`src/hdl/mar_pkg.sv`:
```
`timescale 1ns / 1ps
`default_nettype none

package mar_pkg;

    // command codes
    localparam logic [1:0] CMD_READ  = 2'd0;
    localparam logic [1:0] CMD_WRITE = 2'd1;
    localparam logic [1:0] CMD_POLL  = 2'd2;
    localparam logic [1:0] CMD_TICK  = 2'd3;

    // register offsets (read meaning / write meaning)
    localparam logic [1:0] OFS_STAT_FMT   = 2'd0;
    localparam logic [1:0] OFS_DATA       = 2'd1;
    localparam logic [1:0] OFS_MODEM_RATE = 2'd2;
    localparam logic [1:0] OFS_MASK_CTRL  = 2'd3;

    // uart status bits
    localparam int ST_TBMT = 0;
    localparam int ST_DAV  = 1;
    localparam int ST_TEOC = 2;
    localparam int ST_PE   = 3;
    localparam int ST_OE   = 4;
    localparam int ST_FE   = 5;

    // modem status bits, active low except the timer pulse
    localparam int MS_DT  = 0;
    localparam int MS_RNG = 1;
    localparam int MS_CTS = 2;
    localparam int MS_AP  = 4;
    localparam int MS_TMR = 7;

    // format and control bits
    localparam int FMT_SH  = 0;
    localparam int FMT_RI  = 1;
    localparam int CTL_DTR = 6;

    // divider sizing
    localparam int DIV_W     = 14;
    localparam int DVS_W     = 12;
    localparam int DIV_CNT_W = $clog2(DIV_W);

    // arithmetic constants
    localparam int BAUD_CLOCK = 250000;
    localparam logic [DIV_W-1:0] BAUD_NUM       = DIV_W'(BAUD_CLOCK / 16);
    localparam logic [DIV_W-1:0] PULSE_BASE     = DIV_W'(2500);
    localparam logic [DIV_W-1:0] PULSE_LOW_MS   = DIV_W'(600);
    localparam logic [DIV_W-1:0] PULSE_HIGH_MS  = DIV_W'(400);
    localparam logic [6:0]       PULSE_NO_RATE  = 7'd100;
    localparam logic [6:0]       PULSE_RESET    = 7'd40;
    localparam logic [8:0]       DIALTONE_MS    = 9'd500;
    localparam logic [13:0]      BAUD_RESET     = 14'd300;
    localparam logic [7:0]       MODEM_RESET    = 8'h17;

    typedef struct packed {
        logic [1:0] cmd;
        logic [1:0] reg_addr;
        logic [7:0] write_data;
        logic       new_connection;
        logic       cts_in;
        logic       ring_in;
        logic       rx_valid;
        logic [7:0] rx_byte;
        logic       tx_line_done;
        logic       tx_lost;
    } t_in_item;

    typedef struct packed {
        logic [7:0]  read_data;
        logic        tx_valid;
        logic [7:0]  tx_byte;
        logic        dtr_level;
        logic        rts_level;
        logic        receiver_enable;
        logic [3:0]  word_bits;
        logic [1:0]  parity_mode;
        logic        two_stop_bits;
        logic [13:0] baud_rate;
    } t_out_item;

    // divider operand selection
    typedef enum logic [1:0] {
        DOP_BAUD = 2'd0,
        DOP_PER1 = 2'd1,
        DOP_PER2 = 2'd2
    } t_div_op;

    // controller to datapath
    typedef struct packed {
        logic    capture;
        logic    exec;
        logic    div_start;
        t_div_op div_op;
        logic    load_baud;
        logic    load_pulse;
        logic    load_out;
    } t_ctrl_cmd;

    // datapath to controller
    typedef struct packed {
        logic need_baud;
        logic need_tick;
        logic div_done;
        logic out_free;
    } t_dp_sts;

endpackage

`default_nettype wire

```
`src/hdl/mar_if.sv`:
```
`timescale 1ns / 1ps
`default_nettype none

// input item channel
interface mar_in_if;
    import mar_pkg::*;

    logic     valid;
    logic     ready;
    t_in_item data;

    modport source (output valid, output data, input ready);
    modport sink (input valid, input data, output ready);
endinterface

// result item channel
interface mar_out_if;
    import mar_pkg::*;

    logic      valid;
    logic      ready;
    t_out_item data;

    modport source (output valid, output data, input ready);
    modport sink (input valid, input data, output ready);
endinterface

`default_nettype wire

```
`src/hdl/modem_adapter_registers.sv`:
```
// channel   direction  payload
// i_in      sink       command, register offset, write byte, line poll fields
// o_out     source     read byte, sent byte, line levels, line format, baud rate
// cfg       write only rts_follows_dtr on i_cfg_wr_en / i_cfg_wr_data
//
// a read, a write, a line poll or a plain tick executes after the input
// transfer and loads its result once the output register is free; a nonzero
// rate write adds one pass of the shared 14-step divider, and a tick reloading
// the pulse countdown adds two chained passes. one item is in work at a time.
// reset is synchronous; it restores the state registers and clears output valid.
// a stalled result holds in the output register while the next item is taken in.
`timescale 1ns / 1ps
`default_nettype none

module modem_adapter_registers (
    input  wire logic  i_clk,
    input  wire logic  i_rst_n,
    input  wire logic  i_cfg_wr_en,
    input  wire logic  i_cfg_wr_data,
    mar_in_if.sink     i_in,
    mar_out_if.source  o_out
);
    import mar_pkg::*;

    t_ctrl_cmd ctrl_cmd;
    t_dp_sts   dp_sts;
    logic      in_ready;
    logic      out_valid;
    t_out_item out_data;

    // sequencer
    mar_ctrl u_ctrl (
        .i_clk      (i_clk),
        .i_rst_n    (i_rst_n),
        .i_in_valid (i_in.valid),
        .o_in_ready (in_ready),
        .i_sts      (dp_sts),
        .o_cmd      (ctrl_cmd)
    );

    // registers, divider and result register
    mar_datapath u_dp (
        .i_clk         (i_clk),
        .i_rst_n       (i_rst_n),
        .i_cfg_wr_en   (i_cfg_wr_en),
        .i_cfg_wr_data (i_cfg_wr_data),
        .i_item        (i_in.data),
        .i_out_ready   (o_out.ready),
        .i_cmd         (ctrl_cmd),
        .o_sts         (dp_sts),
        .o_out_valid   (out_valid),
        .o_out_data    (out_data)
    );

    assign i_in.ready  = in_ready;
    assign o_out.valid = out_valid;
    assign o_out.data  = out_data;

endmodule

`default_nettype wire

```
`src/hdl/mar_div.sv`:
```
`timescale 1ns / 1ps
`default_nettype none

module mar_div (
    input  wire logic                        i_clk,
    input  wire logic                        i_rst_n,
    input  wire logic                        i_start,
    input  wire logic [mar_pkg::DIV_W-1:0]   i_dividend,
    input  wire logic [mar_pkg::DVS_W-1:0]   i_divisor,
    output logic                             o_done,
    output logic [mar_pkg::DIV_W-1:0]        o_quot
);
    import mar_pkg::*;

    logic                 r_busy;
    logic                 r_done;
    logic [DIV_CNT_W-1:0] r_cnt;
    logic [DVS_W-1:0]     r_rem;
    logic [DVS_W-1:0]     r_dvs;
    logic [DIV_W-1:0]     r_quot;
    logic [DVS_W:0]       trial;
    logic                 fits;

    // one restoring step: shift in the next dividend bit and try a subtract
    assign trial = {r_rem, r_quot[DIV_W-1]};
    assign fits  = (trial >= {1'b0, r_dvs});

    // control
    always_ff @(posedge i_clk) begin
        if (!i_rst_n) begin
            r_busy <= 1'b0;
            r_done <= 1'b0;
            r_cnt  <= '0;
        end else begin
            r_done <= 1'b0;
            if (i_start) begin
                r_busy <= 1'b1;
                r_cnt  <= DIV_CNT_W'(DIV_W - 1);
            end else if (r_busy) begin
                r_cnt <= r_cnt - 1'b1;
                if (r_cnt == '0) begin
                    r_busy <= 1'b0;
                    r_done <= 1'b1;
                end
            end
        end
    end

    // remainder and quotient shift register
    always_ff @(posedge i_clk) begin
        if (i_start) begin
            r_rem  <= '0;
            r_dvs  <= i_divisor;
            r_quot <= i_dividend;
        end else if (r_busy) begin
            r_rem  <= fits ? DVS_W'(trial - {1'b0, r_dvs}) : trial[DVS_W-1:0];
            r_quot <= {r_quot[DIV_W-2:0], fits};
        end
    end

    assign o_done = r_done;
    assign o_quot = r_quot;

endmodule

`default_nettype wire

```
`src/hdl/mar_datapath.sv`:
```
`timescale 1ns / 1ps
`default_nettype none

module mar_datapath (
    input  wire logic               i_clk,
    input  wire logic               i_rst_n,
    input  wire logic               i_cfg_wr_en,
    input  wire logic               i_cfg_wr_data,
    input  wire mar_pkg::t_in_item  i_item,
    input  wire logic               i_out_ready,
    input  wire mar_pkg::t_ctrl_cmd i_cmd,
    output mar_pkg::t_dp_sts        o_sts,
    output logic                    o_out_valid,
    output mar_pkg::t_out_item      o_out_data
);
    import mar_pkg::*;

    // configuration and captured item
    logic      r_rts_follows;
    t_in_item  r_item;

    // block state
    logic [5:0]  r_uart,   n_uart;
    logic [7:0]  r_rx,     n_rx;
    logic [7:0]  r_modem,  n_modem;
    logic [7:0]  r_fmt,    n_fmt;
    logic [7:0]  r_tx,     n_tx;
    logic [7:0]  r_rate,   n_rate;
    logic [7:0]  r_ctrl,   n_ctrl;
    logic [7:0]  r_mask,   n_mask;
    logic        r_txpend, n_txpend;
    logic        r_conn,   n_conn;
    logic [13:0] r_baud;
    logic [6:0]  r_pulse,  n_pulse;
    logic [8:0]  r_dial,   n_dial;
    logic [1:0]  r_lvl,    n_lvl;

    // per-item results
    logic [7:0]  r_rd,  n_rd;
    logic        r_txv, n_txv;
    logic [7:0]  r_txb, n_txb;

    // output register
    logic        r_out_valid;
    t_out_item   r_out;
    t_out_item   out_next;
    logic [1:0]  line_mask;
    logic [1:0]  par;

    // divider hookup
    logic              div_done;
    logic [DIV_W-1:0]  div_quot;
    logic [DIV_W-1:0]  div_dividend;
    logic [DVS_W-1:0]  div_divisor;

    assign line_mask = {r_rts_follows, 1'b1};

    // configuration register
    always_ff @(posedge i_clk) begin
        if (!i_rst_n) begin
            r_rts_follows <= 1'b0;
        end else if (i_cfg_wr_en) begin
            r_rts_follows <= i_cfg_wr_data;
        end
    end

    // item capture
    always_ff @(posedge i_clk) begin
        if (i_cmd.capture) begin
            r_item <= i_item;
        end
    end

    // command execution, everything but the divisions
    always_comb begin
        n_uart   = r_uart;
        n_rx     = r_rx;
        n_modem  = r_modem;
        n_fmt    = r_fmt;
        n_tx     = r_tx;
        n_rate   = r_rate;
        n_ctrl   = r_ctrl;
        n_mask   = r_mask;
        n_txpend = r_txpend;
        n_conn   = r_conn;
        n_pulse  = r_pulse;
        n_dial   = r_dial;
        n_lvl    = r_lvl;
        n_rd     = '0;
        n_txv    = 1'b0;
        n_txb    = '0;
        case (r_item.cmd)
            CMD_READ: begin
                case (r_item.reg_addr)
                    OFS_STAT_FMT: begin
                        n_rd = {2'b00, r_uart};
                    end
                    OFS_DATA: begin
                        n_rd          = r_rx;
                        n_uart[ST_DAV] = 1'b0;
                        n_uart[ST_PE] = 1'b0;
                        n_uart[ST_OE] = 1'b0;
                        n_uart[ST_FE] = 1'b0;
                    end
                    OFS_MODEM_RATE: begin
                        n_rd = r_modem;
                    end
                    default: begin
                        n_mask = r_rate;
                    end
                endcase
            end
            CMD_WRITE: begin
                case (r_item.reg_addr)
                    OFS_STAT_FMT: begin
                        n_fmt = r_item.write_data;
                        if (r_item.write_data[FMT_SH]) begin
                            n_dial         = DIALTONE_MS;
                            n_modem[MS_AP] = 1'b0;
                        end else if (!r_modem[MS_DT]) begin
                            n_dial         = '0;
                            n_modem[MS_DT] = 1'b1;
                        end
                        if (r_item.write_data[FMT_RI]) begin
                            n_modem[MS_AP] = 1'b0;
                        end
                    end
                    OFS_DATA: begin
                        n_tx            = r_item.write_data;
                        n_uart[ST_TBMT] = 1'b0;
                        n_uart[ST_TEOC] = 1'b0;
                        n_txpend        = 1'b1;
                    end
                    OFS_MODEM_RATE: begin
                        n_rate = r_item.write_data;
                    end
                    default: begin
                        n_ctrl = r_item.write_data;
                        if (r_item.write_data[CTL_DTR]) begin
                            n_lvl = r_lvl | line_mask;
                            if (r_fmt[FMT_SH]) begin
                                n_modem[MS_AP] = 1'b0;
                            end
                        end else begin
                            n_lvl          = r_lvl & ~line_mask;
                            n_modem[MS_AP] = 1'b1;
                        end
                    end
                endcase
            end
            CMD_POLL: begin
                if (r_item.new_connection) begin
                    n_lvl  = r_lvl & ~line_mask;
                    n_conn = 1'b1;
                end
                // cts going inactive sets answer phone
                n_modem[MS_CTS] = ~r_item.cts_in;
                if ((r_modem[MS_CTS] != n_modem[MS_CTS]) && n_modem[MS_CTS]) begin
                    n_modem[MS_AP] = 1'b1;
                end
                // ring going active clears answer phone
                n_modem[MS_RNG] = ~r_item.ring_in;
                if ((r_modem[MS_RNG] != n_modem[MS_RNG]) && !n_modem[MS_RNG]) begin
                    n_modem[MS_AP] = 1'b0;
                end
                // send the pending byte while cts is active
                if (r_txpend && !n_modem[MS_CTS]) begin
                    n_txv    = 1'b1;
                    n_txb    = r_tx;
                    n_txpend = 1'b0;
                    if (r_item.tx_lost) begin
                        n_conn = 1'b0;
                    end
                end
                if (!n_txpend && !r_uart[ST_TBMT] && r_item.tx_line_done && n_conn) begin
                    n_uart[ST_TBMT] = 1'b1;
                    n_uart[ST_TEOC] = 1'b1;
                end
                // receive latch
                if (!n_uart[ST_DAV] && r_item.rx_valid) begin
                    n_rx           = r_item.rx_byte;
                    n_uart[ST_DAV] = 1'b1;
                    n_uart[ST_PE]  = 1'b0;
                    n_uart[ST_OE]  = 1'b0;
                    n_uart[ST_FE]  = 1'b0;
                end
            end
            default: begin
                // millisecond tick: pulse countdown, divider reload when the rate is nonzero
                if (r_pulse == '0) begin
                    if (r_rate != '0) begin
                        n_modem[MS_TMR] = ~r_modem[MS_TMR];
                    end else begin
                        n_pulse = PULSE_NO_RATE;
                    end
                end else begin
                    n_pulse = r_pulse - 1'b1;
                end
                // dial tone countdown
                if (r_dial == '0) begin
                    if (r_fmt[FMT_SH] && r_modem[MS_DT]) begin
                        n_modem[MS_DT] = 1'b0;
                    end
                end else begin
                    n_dial = r_dial - 1'b1;
                end
            end
        endcase
    end

    // state registers
    always_ff @(posedge i_clk) begin
        if (!i_rst_n) begin
            r_uart   <= '0;
            r_rx     <= '0;
            r_modem  <= MODEM_RESET;
            r_fmt    <= '0;
            r_tx     <= '0;
            r_rate   <= '0;
            r_ctrl   <= '0;
            r_mask   <= '0;
            r_txpend <= 1'b0;
            r_conn   <= 1'b0;
            r_baud   <= BAUD_RESET;
            r_pulse  <= PULSE_RESET;
            r_dial   <= '0;
            r_lvl    <= '0;
        end else begin
            if (i_cmd.exec) begin
                r_uart   <= n_uart;
                r_rx     <= n_rx;
                r_modem  <= n_modem;
                r_fmt    <= n_fmt;
                r_tx     <= n_tx;
                r_rate   <= n_rate;
                r_ctrl   <= n_ctrl;
                r_mask   <= n_mask;
                r_txpend <= n_txpend;
                r_conn   <= n_conn;
                r_pulse  <= n_pulse;
                r_dial   <= n_dial;
                r_lvl    <= n_lvl;
            end
            if (i_cmd.load_baud) begin
                r_baud <= div_quot[13:0];
            end
            if (i_cmd.load_pulse) begin
                r_pulse <= div_quot[6:0];
            end
        end
    end

    // per-item results
    always_ff @(posedge i_clk) begin
        if (i_cmd.exec) begin
            r_rd  <= n_rd;
            r_txv <= n_txv;
            r_txb <= n_txb;
        end
    end

    // divider operands
    always_comb begin
        case (i_cmd.div_op)
            DOP_BAUD: begin
                // the rate register loads at the same edge, so use its next value
                div_dividend = BAUD_NUM;
                div_divisor  = DVS_W'(n_rate);
            end
            DOP_PER1: begin
                div_dividend = PULSE_BASE;
                div_divisor  = DVS_W'(r_rate);
            end
            DOP_PER2: begin
                // pulse bit already toggled: low phase is the longer one
                div_dividend = r_modem[MS_TMR] ? PULSE_HIGH_MS : PULSE_LOW_MS;
                div_divisor  = div_quot[DVS_W-1:0];
            end
            default: begin
                div_dividend = BAUD_NUM;
                div_divisor  = DVS_W'(n_rate);
            end
        endcase
    end

    mar_div u_div (
        .i_clk      (i_clk),
        .i_rst_n    (i_rst_n),
        .i_start    (i_cmd.div_start),
        .i_dividend (div_dividend),
        .i_divisor  (div_divisor),
        .o_done     (div_done),
        .o_quot     (div_quot)
    );

    // result assembly from the updated state
    assign par = r_fmt[5:4];
    always_comb begin
        out_next.read_data       = r_rd;
        out_next.tx_valid        = r_txv;
        out_next.tx_byte         = r_txb;
        out_next.dtr_level       = r_lvl[0];
        out_next.rts_level       = r_lvl[1];
        out_next.receiver_enable = ~r_modem[MS_CTS];
        out_next.word_bits       = 4'd5 + {2'b00, r_fmt[3:2]};
        case (par)
            2'd0:    out_next.parity_mode = 2'd0;
            2'd2:    out_next.parity_mode = 2'd2;
            default: out_next.parity_mode = 2'd1;
        endcase
        out_next.two_stop_bits   = r_fmt[6];
        out_next.baud_rate       = r_baud;
    end

    // output register
    always_ff @(posedge i_clk) begin
        if (!i_rst_n) begin
            r_out_valid <= 1'b0;
        end else if (i_cmd.load_out) begin
            r_out_valid <= 1'b1;
        end else if (i_out_ready) begin
            r_out_valid <= 1'b0;
        end
    end

    always_ff @(posedge i_clk) begin
        if (i_cmd.load_out) begin
            r_out <= out_next;
        end
    end

    // status back to the controller
    assign o_sts.need_baud = (r_item.cmd == CMD_WRITE) && (r_item.reg_addr == OFS_MODEM_RATE)
                             && (r_item.write_data != '0);
    assign o_sts.need_tick = (r_item.cmd == CMD_TICK) && (r_pulse == '0) && (r_rate != '0);
    assign o_sts.div_done  = div_done;
    assign o_sts.out_free  = !r_out_valid || i_out_ready;

    assign o_out_valid = r_out_valid;
    assign o_out_data  = r_out;

endmodule

`default_nettype wire

```
`src/hdl/mar_ctrl.sv`:
```
`timescale 1ns / 1ps
`default_nettype none

module mar_ctrl (
    input  wire logic             i_clk,
    input  wire logic             i_rst_n,
    input  wire logic             i_in_valid,
    output logic                  o_in_ready,
    input  wire mar_pkg::t_dp_sts i_sts,
    output mar_pkg::t_ctrl_cmd    o_cmd
);
    import mar_pkg::*;

    typedef enum logic [5:0] {
        S_IDLE  = 6'b000001,
        S_EXEC  = 6'b000010,
        S_DIVB  = 6'b000100,
        S_DIVP1 = 6'b001000,
        S_DIVP2 = 6'b010000,
        S_FIN   = 6'b100000
    } t_state;

    t_state r_state, n_state;

    // next state and commands
    always_comb begin
        n_state          = r_state;
        o_cmd.capture    = 1'b0;
        o_cmd.exec       = 1'b0;
        o_cmd.div_start  = 1'b0;
        o_cmd.div_op     = DOP_BAUD;
        o_cmd.load_baud  = 1'b0;
        o_cmd.load_pulse = 1'b0;
        o_cmd.load_out   = 1'b0;
        o_in_ready       = 1'b0;
        case (r_state)
            S_IDLE: begin
                o_in_ready    = 1'b1;
                o_cmd.capture = i_in_valid;
                if (i_in_valid) begin
                    n_state = S_EXEC;
                end
            end
            S_EXEC: begin
                o_cmd.exec = 1'b1;
                if (i_sts.need_baud) begin
                    o_cmd.div_start = 1'b1;
                    o_cmd.div_op    = DOP_BAUD;
                    n_state         = S_DIVB;
                end else if (i_sts.need_tick) begin
                    o_cmd.div_start = 1'b1;
                    o_cmd.div_op    = DOP_PER1;
                    n_state         = S_DIVP1;
                end else begin
                    n_state = S_FIN;
                end
            end
            S_DIVB: begin
                if (i_sts.div_done) begin
                    o_cmd.load_baud = 1'b1;
                    n_state         = S_FIN;
                end
            end
            S_DIVP1: begin
                // chain the second division off the first quotient
                o_cmd.div_op = DOP_PER2;
                if (i_sts.div_done) begin
                    o_cmd.div_start = 1'b1;
                    n_state         = S_DIVP2;
                end
            end
            S_DIVP2: begin
                if (i_sts.div_done) begin
                    o_cmd.load_pulse = 1'b1;
                    n_state          = S_FIN;
                end
            end
            S_FIN: begin
                if (i_sts.out_free) begin
                    o_cmd.load_out = 1'b1;
                    n_state        = S_IDLE;
                end
            end
            default: begin
                n_state = S_IDLE;
            end
        endcase
    end

    always_ff @(posedge i_clk) begin
        if (!i_rst_n) begin
            r_state <= S_IDLE;
        end else begin
            r_state <= n_state;
        end
    end

endmodule

`default_nettype wire

```
`src/flat_wrapper.sv`:
```
// flat-port wrapper written by rule: the top's interface ports become plain ports
module modem_adapter_registers_flat import mar_pkg::*;
  (i_clk, i_rst_n, i_cfg_wr_en, i_cfg_wr_data, i_in_valid, i_in_data, i_in_ready, o_out_valid, o_out_data, o_out_ready);
  mar_in_if i_in_i ();
  mar_out_if o_out_i ();
  input  wire logic i_clk;
  input  wire logic i_rst_n;
  input  wire logic i_cfg_wr_en;
  input  wire logic i_cfg_wr_data;
  input wire logic [$bits(i_in_i.valid)-1:0] i_in_valid;
  input wire logic [$bits(i_in_i.data)-1:0] i_in_data;
  output wire logic [$bits(i_in_i.ready)-1:0] i_in_ready;
  output wire logic [$bits(o_out_i.valid)-1:0] o_out_valid;
  output wire logic [$bits(o_out_i.data)-1:0] o_out_data;
  input wire logic [$bits(o_out_i.ready)-1:0] o_out_ready;
  assign i_in_i.valid = i_in_valid;
  assign i_in_i.data = i_in_data;
  assign i_in_ready = i_in_i.ready;
  assign o_out_valid = o_out_i.valid;
  assign o_out_data = o_out_i.data;
  assign o_out_i.ready = o_out_ready;
  modem_adapter_registers u_core (.i_clk(i_clk), .i_rst_n(i_rst_n), .i_cfg_wr_en(i_cfg_wr_en), .i_cfg_wr_data(i_cfg_wr_data), .i_in(i_in_i), .o_out(o_out_i));
endmodule
```
`config.mk`:
```
export PLATFORM = sky130hd
export DESIGN_NAME = modem_adapter_registers_flat
export DESIGN_NICKNAME = d
export VERILOG_FILES = /design/src/hdl/mar_pkg.sv /design/src/hdl/mar_if.sv /design/src/hdl/modem_adapter_registers.sv /design/src/hdl/mar_div.sv /design/src/hdl/mar_datapath.sv /design/src/hdl/mar_ctrl.sv /design/src/flat_wrapper.sv
export SDC_FILE = /design/constraint.sdc
export NUM_CORES = 1
export LEC_CHECK = 0
export BUFFER_PORTS_ARGS = -buffer_cell sky130_fd_sc_hd__buf_2
export CORE_MARGIN = 8
export CORE_UTILIZATION = 30
export DETAILED_ROUTE_END_ITERATION = 10
export SLEW_MARGIN = 20
export SYNTH_ARGS = -nofsm -noshare
export SYNTH_HDL_FRONTEND = slang
export SYNTH_HIERARCHICAL = 1
export SYNTH_SLANG_ARGS = --single-unit
```
`constraint.sdc`:
```
create_clock -name i_clk -period 3.5 [get_ports i_clk]
set_input_delay 0.525 -clock i_clk [delete_from_list [all_inputs] [get_ports i_clk]]
set_output_delay 0.525 -clock i_clk [all_outputs]
set_load 0.05 [all_outputs]
```
Word-level counts from Yosys, hierarchy flattened
Index checks and enable logic that the tools add are counted.

Output and inout port bits: 43. Input bits: 32. Word-level logic and storage cells: 236. Register bits after elaboration: 211.

Reduce and logical (&&, ||, !) cells: 54. Equality and inequality tests: 36. Order comparisons: 1. Add/sub/neg operators: 5. Bitwise logic cells: 11. Mux-type cells: 80.

Operators by type and width (count): $mux W6 (6); $mux W9 (4); $mux W1 (35); $mux W7 (5); $pmux W6 S5 (1); $mux W14 (2); $pmux W14 S2 (1); $pmux W12 S2 (1); $pmux W8 S3 (1); $reduce_and A4 Y1 (5); $pmux W9 S2 (1); $mux W8 (2); $ne A2 B2 Y1 const B (8); $reduce_bool A8 Y1 (2); $reduce_and A3 Y1 (5); $ne A2 B1 Y1 const B (7); $reduce_bool A2 Y1 (7); $ge A13 B12 Y1 (1); $logic_and A1 B1 Y1 (12); $mux W12 (1); $mux W3 (4); $pmux W1 S2 (6); $pmux W3 S2 (2); $reduce_and A6 Y1 (2); 36 further kinds (66).

Longest topological paths before layout
Gate-level depths: netlist of run 1.

Depth in word-level cells: 9. Depth in mapped cells: 14. Mapped depth without buffers: 13.

Cells and area by module
The synthesis of run 1 kept the hierarchy.

By module, submodules not included: mar_datapath (cells each 552, instances 1, area an instance 6454.9 um^2); mar_div (cells each 224, instances 1, area an instance 2439.8 um^2); mar_ctrl (cells each 46, instances 1, area an instance 394.1 um^2).

Least setup slack after synthesis of run 1
No wires, ideal clock.

Path type: reg2reg. Start point: register u_core.u_dp.r_pulse[0]. End point: register u_core.u_dp.u_div.r_quot[0], in the netlist u_core/u_dp/u_div/o_quot[0], data pin. Cell stages (with the launch flop): 11. Path slack: -0.059 ns. Period minus slack after synthesis: 3.559 ns. Data arrival time: 3.299 ns. Data required time: 3.240 ns. Path buffers: 2. Cells stage by stage: dfxtp_1 -> inv_1 -> ha_1 -> or3b_2 -> a211oi_2 -> and2_1 -> nor2_1 -> o21ai_1 -> clkbuf_1 -> buf_1 -> mux2_2.

RTL lines: from (decl) (RTL line mar_datapath.sv:34) `logic [6:0] r_pulse, n_pulse;`; from (signal assigned) (RTL line mar_datapath.sv:240) `r_pulse <= n_pulse;`; from (signal assigned) (RTL line mar_datapath.sv:248) `r_pulse <= div_quot[6:0];`; to (signal assigned) (RTL line mar_div.sv:54) `r_quot <= i_dividend;`; to (signal assigned) (RTL line mar_div.sv:57) `r_quot <= {r_quot[DIV_W-2:0], fits};`; to (decl) (RTL line mar_div.sv:20) `logic [DIV_W-1:0] r_quot;`.

==> results of run 1 <==
worst paths after layout:
kind         slack (ns)                    endpoint              startpoint
min reg2reg        0.42  u_core/u_dp/o_out_data[35]     u_core/u_dp/r_rd[2]
min                0.17      u_core/u_dp/r_item[10]           i_in_data[10]
max                0.28  u_core/u_dp/u_div/r_dvs[6]  u_core/u_dp/r_pulse[0]
max reg2reg        0.28  u_core/u_dp/u_div/r_dvs[6]  u_core/u_dp/r_pulse[0]
metrics by stage:
stage                     power [mW]  setup WS [ns]  hold WS [ns]
after floorplan                 3.23         0.0987         0.400
after global placement          3.37          0.263         0.407
after detailed placement        3.38          0.140         0.405
after CTS                       5.69          0.125         0.159
after global routing            5.87         0.0891         0.161
final                           5.63          0.277         0.175
power by group through the flow:
stage / sequential [mW] / clock, mW / combinational (mW)
6_report: 2.69 / 2.29 / 0.639
2_1_floorplan: 2.72 / 0 / 0.509
3_3_place_gp: 2.74 / 0 / 0.629
4_1_cts: 2.69 / 2.36 / 0.638
3_5_place_dp: 2.74 / 0 / 0.635
5_1_grt: 2.70 / 2.46 / 0.716
area by class of cell:
cell class              count  share of cell area, %
clock inverters            12                  0.955
multi-input cells         525                   33.9
repair buffers             94                   4.79
inverters                  56                   1.93
diodes                      1                 0.0230
flip-flops and latches    207                   48.2
well taps                 396                   4.56
clock buffers              30                   5.63
cells in the final DEF, fill, tap and decap left out, types with 9 or more instances in the layout:
cell       Yosys  layout
a211oi_1      11      11
a21oi_1       31      31
a222oi_1      11      11
and2_1        16      16
buf_2          7      74
buf_4          1      20
clkbuf_16      0      23
dfxtp_1       97      97
edfxtp_1     110     110
ha_1          31      31
inv_1         55      54
mux2_2        14      14
mux2i_1       38      38
nand2_1       77      77
nand2b_1      11      11
nand3_1       12      12
nor2_1        76      76
o21ai_0       22      22
xnor2_1        9       9
critical path, stage by stage, from the launching register on:
cell      delay, ns
dfxtp_1        0.34
inv_1          0.11
ha_1           0.18
or3b_2         0.48
a211oi_2       0.19
and2_1         0.21
nor3b_2        0.21
inv_1          0.10
ha_1           0.30
and3_2         0.28
nor2_1         0.16
a222oi_1       0.34
inv_1          0.08
layer usage:
layer,vias to the layer above,part of all wire (%),wire length (µm),track usage (%)
met3,19,4.9,1080,1.96
met1,3131,46,9990,15.5
li1,3172,-,-,-
met2,137,48,10500,19.9
met5,-,0.037,8,0
met4,2,1.3,281,3.02
registers in the layout, summed over array words and instances (netlist names), 2 cells and up, named ones only:
signal                    cells
u_core/u_dp/r_rate            8
u_core/u_dp/u_div/r_cnt       4
u_core/u_dp/r_dial            9
u_core/u_ctrl/r_state         6
u_core/u_dp/r_uart            2
u_core/u_dp/r_item           26
u_core/u_dp/r_fmt             6
u_core/u_dp/r_baud           14
u_core/u_dp/u_div/r_dvs      12
u_core/u_dp/r_rd              8
u_core/u_dp/o_out_data       41
u_core/u_dp/u_div/r_rem      12
u_core/u_dp/r_rx              8
u_core/u_dp/r_txb             8
u_core/u_dp/r_tx              8
u_core/u_dp/r_modem           5
u_core/u_dp/u_div/o_quot     14
u_core/u_dp/r_pulse           7
kinds of logic (layout without fill, tap and decap cells):
family          count (synthesis)  in the layout  synth area share (%)
flops                         207            207                  56.5
fa+ha+maj                      32             32                  4.39
xor+xnor                       13             13                  1.23
mux                            53             53                  5.95
other cells                     1              3                0.0404
buf+inv                        91            192                  4.14
simple gates                  269            269                  15.1
compound gates                156            156                  12.7
repair_timing:
action,CTS,global route
endpoints found under the setup margin,0,8
buffers inserted,0,0
gates resized for setup,0,2
==> results by stage, run 1 <==
Clock network:
- Hold repair after CTS inserted 0 buffers.
- Counting every sink on the clock net gives 207.
- The clock slew at the register clock pins of the worst setup and hold paths is 0.06 ns.
- TritonCTS built the clock tree.
- TritonCTS created 23 clock buffers.
- The clock insertion delay at the later pin of the skew report is 0.52 ns.
- The depth of the CTS H-tree is 1.
- The buffer type at the clock tree root is clkbuf_16.
- In this run the deepest clock path goes through 3 buffers.

STA:
- Summed over all failing endpoints, the final setup total negative slack is 0 ns.
- Setup violations remaining at the end of the flow were counted as 0.
- Setup repair after global routing left no endpoint under its margin.
- The total count of hold-check failures in the final report is 0.
- For the pin with the worst max-slew slack, the measured transition is 0.892 ns.
- The final count of pins violating max slew came to 0.
- Headroom to the max-slew limit came out at 40.5%.
- For this run, the top clock speed supported by timing is 0.310 GHz.
- Across the routed clock network, the largest skew measured is 0.0207 ns.
- After layout, the worst path uses 92.1% of the clock period.
- The worst path in the final design needs a cycle of 3.22 ns, including I/O delays and setup.

Critical path:
- Counting cells, the worst reg-to-reg path comes to 12.
- The endpoint class of the critical path is a flop.
- STA puts the critical path data required time at 3.76 ns.
- At the worst endpoint, the arrival time is 3.48 ns.
- The worst setup path is of the reg -> reg kind.
- The startpoint kind of the worst setup timing path is a flop.
- The biggest fanout along the worst timing path is 9.

Layout:
- The summed area of non-filler cells in the final layout is 10900 µm².
- For this run, the number of standard cells in the final layout without fillers is 1321.
- The total of fill cells in the finished design is 3029.
- The relative area change from synthesis to final layout is 17.0%.
- The ratio of cells with drive above 1 in the final layout is 19.5%.
- The area taken by flip-flops and latches is 5250 µm².
- The share of the core filled with cells in the final layout is 35.6%.
- In the final design database the tool counted 971 nets.
- The multi-input logic area is 3680 µm².

Die:
- The floorplan step set the die width to 192 µm.
- Row generation in the floorplan step produced 64 rows.
- The starting density of the core is 30.4%.
- The floorplan step set the die height to 192 µm.
- The die covers 36900 µm².
- The boundary pin count is 75.
- The placeable core area is 30500 µm².

Yosys:
- In this run the biggest area consumer among cell types represents 35.6% of the synthesized area.
- edfxtp_1 takes more of the synthesized area than any other cell.
- The number of flops mapped to enable cells by yosys is 110.
- After synthesis, the cell types taking the most area are edfxtp_1 (36%), dfxtp_1 (21%), ha_1 (4.2%).
- The synthesized instance count is 822.
- The number of storage elements in the synthesis netlist is 207.
- Ranked by instance count, the synthesized netlist is headed by edfxtp_1 (110), dfxtp_1 (97), nand2_1 (77).
- In the synthesized netlist the dominant register cell turns out to be edfxtp_1.
- After synthesis, the share of flip-flops with an asynchronous set or reset is 0%.
- After synthesis, flip-flops and latches occupy 56.5% of the total area.
- The average footprint of a synthesized cell is 11.3 µm².
- The count of yosys warnings during synthesis is 6.
- After synthesis, the netlist uses 86 different library cells.
- The most common cell in the synthesized netlist is edfxtp_1.
- The cell area that synthesis handed to floorplanning was 9290 µm².

Pwr:
- The fraction of power spent switching nets is 25.1%.
- In this run the power spent charging and discharging nets is 1.41 mW.
- The internal cell power is 4.21 mW.
- The sequential share of power is 47.8%.
- Combinational logic is responsible for 11.4% of the overall power.
- The power per standard cell area is 517 nW/µm².
- Of the total power, the clock network draws 40.8%.
- The analysis attributes to cell leakage a power of 4.12 nW.
- The peak ir drop on the vdd network is 0.340 mV.

Route:
- After the first detailed-routing iteration, the DRC count stood at 489.
- The number of routed nets with antenna violations is 0.
- The first-pass iteration count of the detailed router is 6.
- The detail-routed net length per standard cell is 16.6 µm.
- The aggregate routed wire length is 21900 µm.
- The routed via count divided by cell count is 4.89.
- The final route contains 6461 vias.
- For this run, design rule violations remaining after detail routing come to 0.

Placement:
- Port buffering added 74 buffers.
- The detailed placer's ending HPWL is 15300 µm.
- The cell total after placement is 1278.
- At the end of routability-driven placement, the weighted congestion stood at 0.856.
- The placed instance area is 10100 µm².

Global routing:
- The wire length of the first global-routing pass is 35300 µm.
- Entering global routing, the biggest net connects 44 pins.
- The number of antenna violations at the first check in global routing came to 1.
- The via count of the first global-routing pass was 6456.
- The overall track demand over capacity in global routing is 11.8%.
- The global-route congestion overflow total is 0.

Job:
- Max-cap violations in this run came to 0.

Worst hold path:
- The type of the tightest min-delay check is in -> reg.
- The number of instances on the worst hold path is 1.

Outcome:
- The flow ran to the end, and the final reports show no timing, DRC or antenna violations.
No activity file was read; power rests on OpenSTA's default activity.
==> run 2, diff against run 1 <==
CAP_MARGIN = 25   (was unset)
CORE_MARGIN = 2   (was 8)
REMOVE_ABC_BUFFERS = 1   (was unset)
==> run 2 against run 1 <==
Effect of this change: combinational power shrank 2%; worst hold slack gained 0.0048 ns; fmax rose by 1.3%; sequential share of layout area down 0.48 points; sequential power is essentially flat; non-clock buffer count is 4 lower; final cell count is 0.23% lower; core utilization is 0.36 points higher; design area grew 1.0%; via count down 1.2%; count of clock-buffer cells in the layout rose by 1; critical path type unchanged; largest cell class unchanged; largest power group unchanged.
==> results by stage, run 2 (synthesis results as in run 1) <==
Layout:
- The total of fill cells in the finished design is 2967 (-2.0%).
- The number of nets at the end of the flow was 968 (-0.31%).
- The flip-flop count of the largest register, all copies and words added was 41 (unchanged).
- Leaving out fill and tap cells, the most frequent cell in the layout is edfxtp_1.
- The antenna diode count came to 0 (-1).
- In the layout the commonest cells are edfxtp_1 (110), dfxtp_1 (97), nand2_1 (77).
- The ratio of cells with drive above 1 in the final layout is 19.7% (+0.26 points).
- The relative area change from synthesis to final layout is 18.2%.
- The share of the core filled with cells in the final layout was 36.0% (+0.36 points).

Route:
- The top routing layer in use is met4.
- The detail-routed net length per standard cell is 15.5 µm (-6.4%).
- The aggregate routed wire length was 20400 µm (-6.6%).
- The number of design rule violations left after detail routing is 0 (unchanged).
- The met3 layer wire length in the routed design came to 748 µm (-31%).
- The routed via count divided by cell count came to 4.85 (-0.94%).
- The number of routed nets with antenna violations is 0 (unchanged).
- The sum of routed wire segments on met1 is 9540 µm (-4.5%).
- The via total after detailed routing came to 6386 (-1.2%).
- The met2 wirelength from detailed routing is 9770 µm (-7.2%).
- The first-pass iteration count of the detailed router is 5 (-1).
- The first-iteration detailed-routing DRC count is 445 (-9.0%).

Critical path:
- The worst register-to-register path begins at u_core/u_dp/r_pulse[0].
- The launch point of the worst path is u_core/u_dp/r_pulse[0].
- The worst setup path is captured at a flop.
- The required arrival time at the worst endpoint came to 3.76 ns (about the same).
- The end point of the critical path is u_core/u_dp/u_div/r_dvs[5].
- The number of cell instances on the worst register-to-register path was 13 (+1).
- By startpoint and endpoint, the worst setup path is classified as reg -> reg.
- The critical path goes through inv_1 -> ha_1 -> or3b_2 -> a211oi_2 -> and2_4 -> nor3b_4 -> inv_1 -> ha_1 -> buf_4 -> nor2_1 -> nor2_2 -> a222oi_1 -> inv_1.
- The data arrival time of the critical path was 3.44 ns (-0.04 ns).
- Among all stages on the critical path, the largest delay is contributed by or3b_2.
- The largest incremental delay on the critical path is 0.49 ns (about the same).
- The cell repeated most along the worst path is inv_1.
- The slack of the worst reg-to-reg path was 0.32 ns (+0.04 ns).
- The biggest fanout along the worst timing path is 9 (unchanged).
- In this run the critical register-to-register path is captured at u_core/u_dp/u_div/r_dvs[5].
- The startpoint kind of the worst setup timing path is a flop.

STA:
- The slack of the critical path was 0.318 ns (+0.0407 ns).
- The final count of pins violating max slew is 0 (unchanged).
- The accumulated negative setup slack came to 0 ns (unchanged).
- Setup repair after global routing left no endpoint under its margin.
- The slew at the pin closest to its max-slew limit was 0.867 ns (-0.0249 ns).
- The share of the clock period used by the worst path after layout came to 90.9% (-1.2 points).
- The relative max-transition margin was 42.2% (+1.7 points).
- The total count of hold-check failures in the final report is 0 (unchanged).
- The clock skew is 0.0120 ns (-0.00869 ns).
- The worst hold-check slack is 0.179 ns (+0.00479 ns).
- The minimum period implied by the final worst setup slack is 3.18 ns (-0.0407 ns).
- The number of setup violations in the final report is 0 (unchanged).
- The upper clock frequency limit is 0.314 GHz (+1.3%).

Die:
- The placeable core area is 30500 µm² (unchanged).
- The die height is 180 µm (-6.3%).
- The area of the die is 32400 µm² (-12%).
- The number of rows in the core area is 64 (unchanged).
- The starting density of the core was 30.4% (unchanged).
- The boundary pin count is 75 (unchanged).
- The die boundary width is 180 µm (-6.3%).

Outcome:
- The run finished with clean final reports.

Pwr:
- The static leakage power came to 4.16 nW (+1.1%).
- The sequential share of power is 45.9% (-1.9 points).
- The peak ir drop on the vdd network is 0.359 mV (+5.6%).
- The share of power burned in combinational logic came to 10.7% (-0.7 points).
- The fraction of power spent switching nets is 24.5% (-0.68 points).
- The internal cell power is 4.43 mW (+5.1%).
- The total power is 5.86 mW (+4.2%).
- The clock network fraction of total power is 43.4% (+2.6 points).
- The switching power of the nets was 1.43 mW (+1.3%).
- The power per standard cell area was 534 nW/µm² (+3.1%).

Clock network:
- The clock insertion delay at the later pin of the skew report is 0.52 ns (about the same).
- The number of buffers created by CTS came to 24 (+4.3%).
- The clock slew at the register clock pins of the worst setup and hold paths is 0.06 ns (about the same).
- The hold-fix buffer count after cts is 0 (unchanged).
- The number of sinks handled by clock tree synthesis is 207 (unchanged).
- The tree is rooted in a clkbuf_16.
- The depth of the CTS H-tree is 1 (unchanged).
- The maximum number of buffers from clock root to sink is 3 (unchanged).
- TritonCTS built the clock tree.

Global routing:
- The via count of the first global-routing pass is 6322 (-2.1%).
- The global-route congestion overflow total is 0 (unchanged).
- The number of antenna violations at the first check in global routing came to 0 (-1).
- The overall track demand over capacity in global routing is 12.5% (+0.71 points).
- The pin count of the biggest net entering global routing came to 48 (+9.1%).
- The wire length of the first global-routing pass is 33300 µm (-5.6%).

Placement:
- The minimum setup slack after placement is 0.200 ns (+0.0604 ns).
- The detailed placer's ending HPWL is 14100 µm (-8.2%).
- The number of port buffers is 74 (unchanged).
- The final weighted congestion in routability-driven placement is 0.817 (-4.6%).

Job:
- The number of maximum-capacitance violations came to 0 (unchanged).

Worst hold path:
- In this run the worst hold path is classified as in -> reg.
run 2: area by class of cell:
cell class	instances	area (µm²)	area share [%]
Sequential cell	207	5250	47.8
Multi-Input combinational cell	525	3700	33.7
Clock buffer	31	679	6.19
Timing Repair Buffer	90	515	4.69
Tap cell	396	495	4.51
Inverter	56	210	1.91
Clock inverter	13	139	1.26
run 2: layer usage:
metal,up-vias,GRT usage (%)
met5,-,0
li1,3167,-
met1,3070,16.8
met4,0,3.51
met3,25,1.88
met2,124,21.0
run 2: power groups by stage:
stage | logic [mW] | clock network, mW | registers [mW]
detailed placement | 0.626 | 0 | 2.74
CTS | 0.628 | 2.61 | 2.69
finish | 0.628 | 2.54 | 2.69
floorplan | 0.480 | 0 | 2.72
global route | 0.700 | 2.70 | 2.70
global placement | 0.622 | 0 | 2.74
run 2: through the flow:
| step | std cells | cell area [µm²] |
|---|---|---|
| 2_1_floorplan | 788 | 9120 |
| 3_3_place_gp | 1273 | 10100 |
| 3_5_place_dp | 1273 | 10100 |
| 4_1_cts | 1317 | 11000 |
| 5_1_grt | 1318 | 11000 |
| 6_report | 1318 | 11000 |
run 2: worst min-delay path by stage:
| stage | depth (start not counted) | to | from |
|---|---|---|---|
| after floorplan | 0 | u_core/u_dp/o_out_data[24] | u_core/u_dp/r_txb[0] |
| after global placement | 0 | u_core/u_dp/o_out_data[27] | u_core/u_dp/r_txb[3] |
| after detailed placement | 0 | u_core/u_dp/o_out_data[31] | u_core/u_dp/r_txb[7] |
| after CTS | 1 | u_core/u_dp/r_item[1] | i_in_data[1] |
| after global routing | 1 | u_core/u_dp/r_item[2] | i_in_data[2] |
| final | 1 | u_core/u_dp/r_item[1] | i_in_data[1] |
run 2: timing repair:
action | CTS | global route
buffers inserted | 0 | 1
endpoints found under the setup margin | 0 | 8
gates resized for setup | 0 | 6
run 2: worst max-delay path: cells and delay by family (launching register included):
family          cells  cell delay (ns)
simple gates        5             1.09
compound gates      2             0.58
fa+ha+maj           2             0.49
buf+inv             4             0.42
flops               1             0.34
